$ cat config.mk
export PLATFORM = sky130hd
export DESIGN_NAME = pds_ctrl
export DESIGN_NICKNAME = d
export VERILOG_FILES = /design/src/pds_pkg.sv /design/src/pds_ctrl.sv
export SDC_FILE = /design/constraint.sdc
export NUM_CORES = 1
export LEC_CHECK = 0
export ABC_AREA = 0
export BUFFER_PORTS_ARGS = -buffer_cell sky130_fd_sc_hd__buf_2
export CORE_UTILIZATION = 47
export CTS_BUF_LIST = sky130_fd_sc_hd__clkbuf_8 sky130_fd_sc_hd__clkbuf_16
export DETAILED_ROUTE_END_ITERATION = 7
export GPL_TIMING_DRIVEN = 0
export PLACE_DENSITY = 0.75
export SKIP_CTS_REPAIR_TIMING = 1
export SLEW_MARGIN = 30
export SYNTH_ARGS = -nofsm -noshare
export SYNTH_HDL_FRONTEND = slang
export SYNTH_SLANG_ARGS = --single-unit
export TNS_END_PERCENT = 100
$ cat constraint.sdc
create_clock -name clk -period 1.7 [get_ports clk]
set_input_delay 0.085 -clock clk [delete_from_list [all_inputs] [get_ports clk]]
set_output_delay 0.085 -clock clk [all_outputs]
set_load 0.05 [all_outputs]
$ cat src/pds_pkg.sv
// Shared types, constants and codes of the pairwise distance sum block.
`timescale 1ns / 1ps

package pds_pkg;

	// Default sizes of the stores
	localparam int PDS_MAX_ELEMENTS = 256;
	localparam int PDS_MAX_GENES    = 64;
	localparam int PDS_DIST_DEPTH   = 32640;

	// Fixed field widths
	localparam int ADDR_W    = 15;
	localparam int DIST_W    = 32;
	localparam int GENE_W    = 8;
	localparam int COUNT_W   = 9;
	localparam int SUM_W     = 48;
	localparam int GCOUNT_W  = 7;
	localparam int ERR_W     = 2;

	// Packed index arithmetic: products of an 8-bit gene and a 9-bit count
	localparam int PROD_W = 17;
	localparam int IDX_W  = 19;

	localparam logic [COUNT_W-1:0] ELEM_COUNT_RESET = 9'd256;

	// Pipeline stages between a pair issue and the sum update
	localparam int DRAIN_CYCLES = 3;
	localparam int DRAIN_W      = 2;

	// Command codes
	localparam logic CMD_LOAD = 1'b0;
	localparam logic CMD_GENE = 1'b1;

	// Error codes
	localparam logic [ERR_W-1:0] ERR_NONE  = 2'd0;
	localparam logic [ERR_W-1:0] ERR_FULL  = 2'd1;
	localparam logic [ERR_W-1:0] ERR_RANGE = 2'd2;

	typedef enum logic [2:0] {
		ST_IDLE,
		ST_PAIR,
		ST_DRAIN,
		ST_FINISH,
		ST_RESULT
	} state_t;

	// Controller to datapath
	typedef struct packed {
		logic capture;  // input transfer this cycle
		logic issue;    // start one pair lookup
		logic commit;   // store gene or note error
		logic emit;     // load result register, clear subset
	} pds_cmd_t;

	// Datapath to controller
	typedef struct packed {
		logic in_gene;    // presented item is a gene command
		logic in_pairs;   // presented gene is valid and has earlier genes
		logic pair_last;  // current pair index is the final stored gene
		logic last;       // captured gene closes the subset
	} pds_status_t;

endpackage

$ cat src/pds_ctrl.sv
// Controller state machine: sequences capture, pair lookups, drain, commit and result.
`timescale 1ns / 1ps

module pds_ctrl import pds_pkg::*; #(
	parameter int MAX_GENES = PDS_MAX_GENES
) (
	input  logic        clk,
	input  logic        arst_n,
	input  logic        in_valid,
	input  logic        out_ready,
	input  pds_status_t status,
	output logic        in_ready,
	output logic        out_valid,
	output pds_cmd_t    cmd,
	output logic [((MAX_GENES > 1) ? $clog2(MAX_GENES) : 1)-1:0] pair_idx
);

	localparam int GW = (MAX_GENES > 1) ? $clog2(MAX_GENES) : 1;

	state_t             state_q, state_d;
	logic [GW-1:0]      k_q;
	logic [DRAIN_W-1:0] drain_q;
	logic               out_valid_q;
	logic               accept;
	logic               slot_free;

	assign accept    = in_valid && (state_q == ST_IDLE);
	assign slot_free = !out_valid_q || out_ready;
	assign pair_idx  = k_q;
	assign out_valid = out_valid_q;

	// Next state
	always_comb begin
		state_d = state_q;
		unique case (state_q)
			ST_IDLE: begin
				if (accept && status.in_gene) begin
					state_d = status.in_pairs ? ST_PAIR : ST_FINISH;
				end
			end
			ST_PAIR: begin
				if (status.pair_last) begin
					state_d = ST_DRAIN;
				end
			end
			ST_DRAIN: begin
				if (drain_q == DRAIN_W'(DRAIN_CYCLES - 1)) begin
					state_d = ST_FINISH;
				end
			end
			ST_FINISH: begin
				state_d = status.last ? ST_RESULT : ST_IDLE;
			end
			ST_RESULT: begin
				if (slot_free) begin
					state_d = ST_IDLE;
				end
			end
			default: begin
				state_d = ST_IDLE;
			end
		endcase
	end

	// Commands
	always_comb begin
		in_ready    = (state_q == ST_IDLE);
		cmd.capture = accept;
		cmd.issue   = (state_q == ST_PAIR);
		cmd.commit  = (state_q == ST_FINISH);
		cmd.emit    = (state_q == ST_RESULT) && slot_free;
	end

	// State, counters and result valid
	always_ff @(posedge clk or negedge arst_n) begin
		if (!arst_n) begin
			state_q     <= ST_IDLE;
			k_q         <= '0;
			drain_q     <= '0;
			out_valid_q <= 1'b0;
		end else begin
			state_q <= state_d;
			if (state_q == ST_IDLE) begin
				k_q <= '0;
			end else if (cmd.issue) begin
				k_q <= k_q + GW'(1);
			end
			if (state_q == ST_DRAIN) begin
				drain_q <= drain_q + DRAIN_W'(1);
			end else begin
				drain_q <= '0;
			end
			if (cmd.emit) begin
				out_valid_q <= 1'b1;
			end else if (out_ready) begin
				out_valid_q <= 1'b0;
			end
		end
	end

endmodule

==> summary.md, run 1 <==
| Metric | Value |
|---|---|
| Data required, critical path | `1.62 ns` |
| Synth top area cells | `dfrtp_1, nand2_1, nand3_1` |
| Period utilization | `94.5%` |
| Multiplexer share of the synthesized area | `3.40%` |
| Post-synth top area share | `48.0%` |
| GRT Total Usage | `20.9%` |
| Worst-margin pin slew | `0.406 ns` |
| Clock power share | `18.7%` |
| Final Hold Viols | `0` |
| Top_reg_cell synth | `dfrtp_1` |
| H-tree Lvls | `1` |
| Post-Synthesis Cells | `67` |
| Minimum clock period | `1.61 ns` |
| Via count | `548` |
| Crit path launch type | `flop` |
| M1 WL | `621 um` |
| P&R area growth vs syn | `28.6%` |
| YS warnings | `0` |
| Largest net degree at the start of global routing | `13` |
| Rel. slew slack | `72.9%` |
| Clock Latency Late Sink | `0.24 ns` |
| Seq/Total Area, Yosys | `48.0%` |
| Setup Viol. Count Final | `0` |
| Adder-cell share of the synthesized area | `4.00%` |
| Core Area | `1170 um^2` |
| Synth Area in XOR/XNOR | `0%` |
| CTS Buf Count | `3` |
| Crit. End Element | `output pin` |
| I/O pins | `20` |
| Mean area per synthesized cell | `9.34 um^2` |
| Total Neg Setup Slack | `0 ns` |
| CP max FO | `8` |
| Class of the tightest hold or removal check | `in2reg` |
| Post-Route WL | `1.31 mm` |
| Initial core utilization | `53.4%` |
| Mapped Area | `626 um^2` |
| Pre-CTS setup slack | `0.117 ns` |
| Reg power frac | `28.3%` |
| Most common cell in the netlist | `dfrtp_1` |
| Hold Slack | `0.0752 ns` |
| Worst clock skew | `0.000648 ns` |
| Fill count | `97` |
| Arr. time, crit path | `1.52 ns` |
| Maxcap violations | `0` |
| ANT cells | `0` |
| Reg clk slew, reported paths | `0.05 ns` |
| EDFF count, synth | `0` |
| Net switching fraction of the power | `46.0%` |
| Final Core Density | `68.7%` |
| NetSw | `636 uW` |
| DR WL/cell | `12.6 um` |
| Cell internal pwr | `749 uW` |
| Largest family of logic cells by synthesized area | `simple AND/OR/NAND/NOR gates` |
| Die Y | `38.5 um` |
| Met3 WL | `56 um` |
| Gp weighted congestion | `0.749` |
| Total die area | `1480 um^2` |
| Starting DRT DRC Count | `6` |
| Async S/R FF share, synth | `100%` |
| Compound-Gate Fraction of Synth Area | `9.20%` |
| Clk root buf | `clkbuf_8` |
| Pre-antenna DRT Iters | `4` |
| Number of synthesized register bits | `12` |
| Clock sinks | `12` |
| Crit Path Category | `reg2out` |
| Post-synthesis simple-gate area fraction | `27.0%` |
| Maximum root-to-sink buffer count | `2` |
| First-pass GRT wire length | `2.08 mm` |
| DP HPWL | `931 um` |
| Post-synth top cells | `dfrtp_1, nand2_1, nor2_1, nand3_1` |
| Drt drc | `0` |
| Chip Width | `38.5 um` |
| PD cells | `1720 nW/um^2` |
| Synth unique cells | `26` |
| Global route total overflow | `0` |
| CTS tree | `done` |
| Slew Viols, Final | `0` |
| Antenna Nets Post-Route | `0` |
| Port bufs | `19` |
| Leading area contributor after synthesis | `dfrtp_1` |
| Status | `complete, no violations` |
| Combinational power share | `53.0%` |
| Share of layout cells above drive strength 1 | `33.3%` |
| Top layer in use | `met4` |
| Fmax | `0.623 GHz` |
| Syn Nets | `77` |
| Row count | `12` |
| Vias per inst | `5.27` |
| Antenna violations before repair | `0` |
| Routed length on met2 | `602 um` |
| Final net count | `102` |
| Leak | `0.000409 uW` |
| Vias in the first global route | `481` |
| Crit path setup slack, layout | `0.0941 ns` |
| Worst vdd ir | `0.000927 V` |
[cells by family (layout without fill, tap and decap cells)]
kind of cell	after synthesis	in the layout
AO/OA/AOI/OAI	9	9
adder cells (fa/ha/maj)	2	2
multiplexers	2	2
flip-flops	12	12
AND/OR/NAND/NOR	34	34
buffers and inverters	8	31
[cells in the final DEF (no fill, tap or decap), types with 2 or more instances in the layout]
cell,count
a21oi_1,2
buf_2,17
buf_4,2
buf_6,2
clkbuf_4,2
clkbuf_8,3
dfrtp_1,12
ha_1,2
inv_1,3
nand2_1,9
nand2b_1,2
nand3_1,6
nor2_1,5
nor2_2,2
o21ai_0,3
or4_1,2
[power by group through the flow]
| stage | sequential (uW) | combinational, uW | clock [uW] |
|---|---|---|---|
| final | 391 | 734 | 259 |
| after global routing | 398 | 800 | 275 |
| after CTS | 393 | 718 | 263 |
| after detailed placement | 397 | 715 | 0 |
| after global placement | 393 | 711 | 0 |
| after floorplan | 467 | 501 | 0 |
[worst max-delay path, stage by stage, from the launching register on]
cell and delay [ns]:
dfrtp_1 0.36, buf_1 0.21, nor3_2 0.26, and2_1 0.15
buf_4 0.09, clkbuf_4 0.21
[metal layers]
metal,vias to the layer above,global-route usage (%)
li1,278,-
met1,252,28.6
met2,13,30.4
met3,5,5.23
met4,0,10.3
met5,-,0
[worst paths after layout]
| kind | to | start | cells after the start | slack [ns] |
|---|---|---|---|---|
| max | cmd[3] | state_q[0] | 5 | 0.09 |
| min | state_q[2] | status[0] | 2 | 0.08 |
| max reg2reg | pair_idx[5] | state_q[2] | 5 | 0.10 |
| min reg2reg | drain_q[0] | drain_q[0] | 1 | 0.42 |
| max in group asynchronous | pair_idx[1] | arst_n | 2 | 1.24 |
| min in group asynchronous | pair_idx[4] | arst_n | 2 | 0.25 |
[flip-flops by register name (all words and copies together), names as in the netlist]
register,cells
drain_q,2
out_valid,1
pair_idx,6
state_q,3
[per-stage QoR]
step | power (uW) | instances | instance area, um^2
after global routing | 1470 | 104 | 805
final | 1380 | 104 | 805
after detailed placement | 1110 | 100 | 746
after floorplan | 968 | 67 | 633
after CTS | 1370 | 103 | 787
after global placement | 1100 | 100 | 746
[cell type report]
cell class              count  area (um^2)  area share, %
plain buffers               5         41.3           5.13
clock buffers               3         41.3           5.13
inverters                   3         11.3           1.40
multi-input cells          47          283           35.1
flip-flops and latches     12          300           37.3
well taps                  14         17.5           2.18
repair buffers             20          110           13.7
No activity file was read; power rests on OpenSTA's default activity.
==> run 2, diff against run 1 <==
--- a/config.mk
+++ b/config.mk
@@ -10,7 +10,6 @@
 export CORE_UTILIZATION = 47
 export CTS_BUF_LIST = sky130_fd_sc_hd__clkbuf_8 sky130_fd_sc_hd__clkbuf_16
 export DETAILED_ROUTE_END_ITERATION = 7
-export GPL_TIMING_DRIVEN = 0
 export PLACE_DENSITY = 0.75
 export SKIP_CTS_REPAIR_TIMING = 1
 export SLEW_MARGIN = 30
==> run 2 against run 1 <==
Against the previous run: cell area shrank 1.6%; largest power group unchanged; clock skew is 0.0012 ns higher; final cell count down 0.96%; clock power rose by 17%; critical path type unchanged; largest cell class unchanged; critical endpoint is now cmd[0]; highest routed layer unchanged; combinational power decreased by 10%; critical path depth unchanged.
==> summary.md, run 2 (synthesized netlist as in run 1, its figures left out) <==
| Metric | Value |
|---|---|
| Critical-path cell list | `buf_4 > nor2_1 > nand2_1 > nor2_1 > buf_2` |
| Row count | `12` |
| Slew Viols, Final | `0` |
| Worst vdd ir | `0.000903 V` |
| Most frequent cells in the layout | `buf_2, dfrtp_1, nand2_1, nor2_1, nand3_1` |
| Power Total | `1380 uW` |
| Multi-input logic area | `280 um^2` |
| P&R area growth vs syn | `26.6%` |
| Clock sinks | `12` |
| Most common cell after layout, fill and taps aside | `buf_2` |
| DR WL/cell | `12.6 um` |
| Sequential Area | `300 um^2` |
| Die Y | `38.5 um` |
| Antenna violations before repair | `0` |
| Crit-path max cell delay | `0.37 ns` |
| Setup Viol. Count Final | `0` |
| Post-Route WL | `1.30 mm` |
| CP max FO | `9` |
| Status | `complete, no violations` |
| Drt drc | `0` |
| CTS Buf Count | `3` |
| RSZ-0062 raised after global routing | `no` |
| Leak | `0.000408 uW` |
| Largest net degree at the start of global routing | `13` |
| Final net count | `100` |
| Crit Path Category | `reg2out` |
| Period utilization | `89.9%` |
| Total die area | `1480 um^2` |
| Chip Width | `38.5 um` |
| DP HPWL | `949 um` |
| Hold depth | `2` |
| Core Area | `1170 um^2` |
| Worst clock skew | `0.00184 ns` |
| GRT Total Usage | `21.5%` |
| Share of layout cells above drive strength 1 | `32.6%` |
| Port bufs | `19` |
| Layout Cells excl Fill | `103` |
| Dpl cells | `98` |
| Fill count | `92` |
| ANT cells | `0` |
| Initial core utilization | `53.4%` |
| Slowest-stage cell, CP | `dfrtp_1` |
| Minimum clock period | `1.53 ns` |
| First-pass GRT wire length | `2.08 mm` |
| Reg clk slew, reported paths | `0.05 ns` |
| Worst-margin pin slew | `0.281 ns` |
| Max FFs per register | `6` |
| Via count | `564` |
| Clk root buf | `clkbuf_8` |
| Vias per inst | `5.48` |
| PD cells | `1750 nW/um^2` |
| Arr. time, crit path | `1.44 ns` |
| Data required, critical path | `1.62 ns` |
| Vias in the first global route | `513` |
| Setup slack, reg-to-reg | `0.32 ns` |
| I/O pins | `20` |
| Starting DRT DRC Count | `16` |
| Crit. End Element | `output pin` |
| CTS tree | `done` |
| Global route total overflow | `0` |
| Antenna Nets Post-Route | `0` |
| Worst r2r path cells | `4` |
| Maxcap violations | `0` |
| Most frequent CP cell | `nor2_1` |
| Final Hold Viols | `0` |
| H-tree Lvls | `1` |
| Pre-antenna DRT Iters | `4` |
| Gp weighted congestion | `0.758` |
| Rel. slew slack | `81.3%` |
| Crit path launch type | `flop` |
| Clock Latency Late Sink | `0.24 ns` |
| Maximum root-to-sink buffer count | `2` |
| Fmax | `0.654 GHz` |
| Class of the tightest hold or removal check | `in2reg` |
-- run 2: critical path, delay by kind of cell (launching register included) --
family | cells | cell delay (ns)
buffers and inverters | 2 | 0.43
and+or+nand+nor | 3 | 0.41
DFF | 1 | 0.37
-- run 2: path summary, 6_finish.rpt --
check,start,to
setup / recovery,state_q[1],cmd[0]
hold / removal,status[0],state_q[2]
setup reg to reg,state_q[1],pair_idx[3]
hold reg to reg,drain_q[0],drain_q[0]
max in group asynchronous,arst_n,out_valid
min in group asynchronous,arst_n,pair_idx[5]
-- run 2: final cells by class --
cell class	count	share of cell area, %
Clock buffer	4	6.95
Tap cell	14	2.21
Inverter	3	1.42
Sequential cell	12	37.9
Timing Repair Buffer	23	16.1
Multi-Input combinational cell	47	35.4
-- run 2: layer usage --
metal | wire length, um | global-route usage, % | part of all wire [%] | vias to the layer above
li1 | - | - | - | 279
met5 | 0 | 0 | 0 | -
met3 | 42 | 5.23 | 3.2 | 2
met1 | 587 | 25.7 | 45 | 270
met4 | 10 | 10.3 | 0.77 | 0
met2 | 657 | 35.8 | 51 | 13
-- run 2: power by group --
| part | leakage (uW) | internal (uW) | switching [uW] |
|---|---|---|---|
| clock | 0.0000288 | 204 | 99.3 |
| sequential | 0.000161 | 355 | 63.7 |
| combinational | 0.000218 | 200 | 460 |
| total | 0.000408 | 759 | 623 |
-- run 2: per-stage QoR --
step	TNS, ns	util, %	worst slack [ns]	cell area (um^2)	hold WS (ns)
2_1_floorplan	-0.0402	-	-0.0402	633	-0.211
3_3_place_gp	0	62.1	0.348	727	-0.0291
3_5_place_dp	0	62.1	0.333	727	-0.0299
4_1_cts	0	66.8	0.183	782	-0.282
5_1_grt	0	67.6	0.0145	792	0.0867
6_report	0	67.6	0.172	792	0.0754
==> run 3, diff against run 2 <==
--- a/config.mk
+++ b/config.mk
@@ -7,10 +7,12 @@
 export LEC_CHECK = 0
 export ABC_AREA = 0
 export BUFFER_PORTS_ARGS = -buffer_cell sky130_fd_sc_hd__buf_2
-export CORE_UTILIZATION = 47
+export CELL_PAD_IN_SITES_DETAIL_PLACEMENT = 0
+export CELL_PAD_IN_SITES_GLOBAL_PLACEMENT = 2
+export CORE_UTILIZATION = 28
 export CTS_BUF_LIST = sky130_fd_sc_hd__clkbuf_8 sky130_fd_sc_hd__clkbuf_16
 export DETAILED_ROUTE_END_ITERATION = 7
-export PLACE_DENSITY = 0.75
+export PLACE_DENSITY_LB_ADDON = 0.1
 export SKIP_CTS_REPAIR_TIMING = 1
 export SLEW_MARGIN = 30
 export SYNTH_ARGS = -nofsm -noshare
==> run 3 against run 2 <==
Against the previous run: final cell count grew 12%; largest cell class unchanged; cell area grew 0.32%; sequential share of layout area shrank 0.12 points.
==> summary.md, run 3 (synthesized netlist as in run 1, its figures left out) <==
| Metric | Value |
|---|---|
| Status | `complete, no violations` |
| Core Area | `2020 um^2` |
| Worst-margin pin slew | `0.290 ns` |
| RSZ-0062 raised after global routing | `no` |
| Clock power share | `19.4%` |
| Slowest-stage cell, CP | `dfrtp_1` |
| Class of the tightest hold or removal check | `in2reg` |
| P&R area growth vs syn | `27.0%` |
| Cell internal pwr | `710 uW` |
| Clk root buf | `clkbuf_8` |
| CP delay by family, top | `buffers and inverters` |
| H-tree Lvls | `1` |
| Slew Viols, Final | `0` |
| Global route total overflow | `0` |
| Largest net degree at the start of global routing | `13` |
| Port bufs | `19` |
| Worst clock skew | `0.00161 ns` |
| PD cells | `1690 nW/um^2` |
| Share of layout cells above drive strength 1 | `31.8%` |
| Crit path setup slack, layout | `0.153 ns` |
| Clock sinks | `12` |
| Chip Width | `49.3 um` |
| I/O pins | `20` |
| Period utilization | `91.0%` |
| Maximum root-to-sink buffer count | `2` |
| Antenna Nets Post-Route | `0` |
| Critical-path cell list | `buf_4 > nor2_1 > nand2_1 > nor2_1 > buf_2` |
| Initial core utilization | `30.9%` |
| Antenna violations before repair | `0` |
| Fmax | `0.647 GHz` |
| Row count | `16` |
| First-pass GRT wire length | `2.30 mm` |
| ANT cells | `0` |
| Post-Route WL | `1.43 mm` |
| Crit Path Category | `reg2out` |
| Via count | `547` |
| Final net count | `100` |
| Maxcap violations | `0` |
| Most frequent cells in the layout | `buf_2, dfrtp_1, nand2_1, nor2_1, nand3_1` |
| Layout Cells excl Fill | `115` |
| Data required, critical path | `1.62 ns` |
| Vias in the first global route | `484` |
| Minimum clock period | `1.55 ns` |
| NetSw | `629 uW` |
| Buf/Inv on CP | `2` |
| Final Hold Viols | `0` |
| Leak | `0.000401 uW` |
| Setup Viol. Count Final | `0` |
| Total die area | `2430 um^2` |
| Combinational power share | `49.6%` |
| Crit-path max cell delay | `0.37 ns` |
| Drt drc | `0` |
| Crit path launch type | `flop` |
| Starting DRT DRC Count | `20` |
| CTS Buf Count | `3` |
| GRT Total Usage | `12.7%` |
| Most common cell after layout, fill and taps aside | `buf_2` |
| Clock Latency Late Sink | `0.24 ns` |
| Reg clk slew, reported paths | `0.05 ns` |
| Dpl cells | `111` |
| Reg power frac | `31.0%` |
| CP max FO | `9` |
| Net switching fraction of the power | `47.0%` |
| Most frequent CP cell | `nor2_1` |
| Pre-antenna DRT Iters | `4` |
| Die Y | `49.3 um` |
| Vias per inst | `4.76` |
| Power Total | `1340 uW` |
| Max FFs per register | `6` |
| Pre-CTS setup slack | `0.325 ns` |
| DP HPWL | `1.03 mm` |
| Rel. slew slack | `80.6%` |
| Crit. End Element | `output pin` |
| Gp weighted congestion | `0.765` |
| Worst vdd ir | `0.000577 V` |
| Arr. time, crit path | `1.46 ns` |
| Total Neg Setup Slack | `0 ns` |
| CTS tree | `done` |
| DR WL/cell | `12.5 um` |
-- run 3: per-stage QoR --
step	utilization, %	instance area (um^2)	hold WS, ns
after floorplan	-	633	-0.211
after global placement	36.8	743	-0.0135
after detailed placement	36.8	743	-0.00792
after CTS	38.8	785	-0.263
after global routing	39.3	795	0.110
final	39.3	795	0.0896
-- run 3: worst reg2reg max path, delay by kind of cell (launching register included) --
family / cells / cell delay (ns)
DFF: 1 / 0.37
AOI/OAI and AO/OA: 1 / 0.15
and+or+nand+nor: 2 / 0.79
-- run 3: metal layers --
layer  track usage, %  routed length [um]  up-vias
met2             18.7                 665       17
met5                0                   0        -
met1             17.8                 693      255
met3             3.12                  67        2
met4             4.41                   7        0
li1                 -                   -      273
-- run 3: layout make-up --
cell class,instances,area (um^2)
fillers,216,1230
flip-flops and latches,12,300
multi-input cells,47,280
repair buffers,23,128
clock buffers,3,41.3
well taps,27,33.8
inverters,3,11.3
-- run 3: path summary, 6_finish.rpt --
path | endpoint | cells past startpoint | startpoint | slack (ns)
min | state_q[2] | 2 | status[0] | 0.09
max reg2reg | pair_idx[5] | 3 | state_q[1] | 0.33
min in group asynchronous | pair_idx[2] | 2 | arst_n | 0.26
max in group asynchronous | state_q[1] | 2 | arst_n | 1.21
max | cmd[0] | 5 | state_q[1] | 0.15
min reg2reg | drain_q[0] | 1 | drain_q[0] | 0.42
-- run 3: power by group through the flow --
stage	sequential [uW]	combinational (uW)	clock [uW]
after floorplan	467	501	0
after global placement	417	676	0
after detailed placement	422	667	0
after CTS	417	671	268
after global routing	425	722	281
final	415	664	260
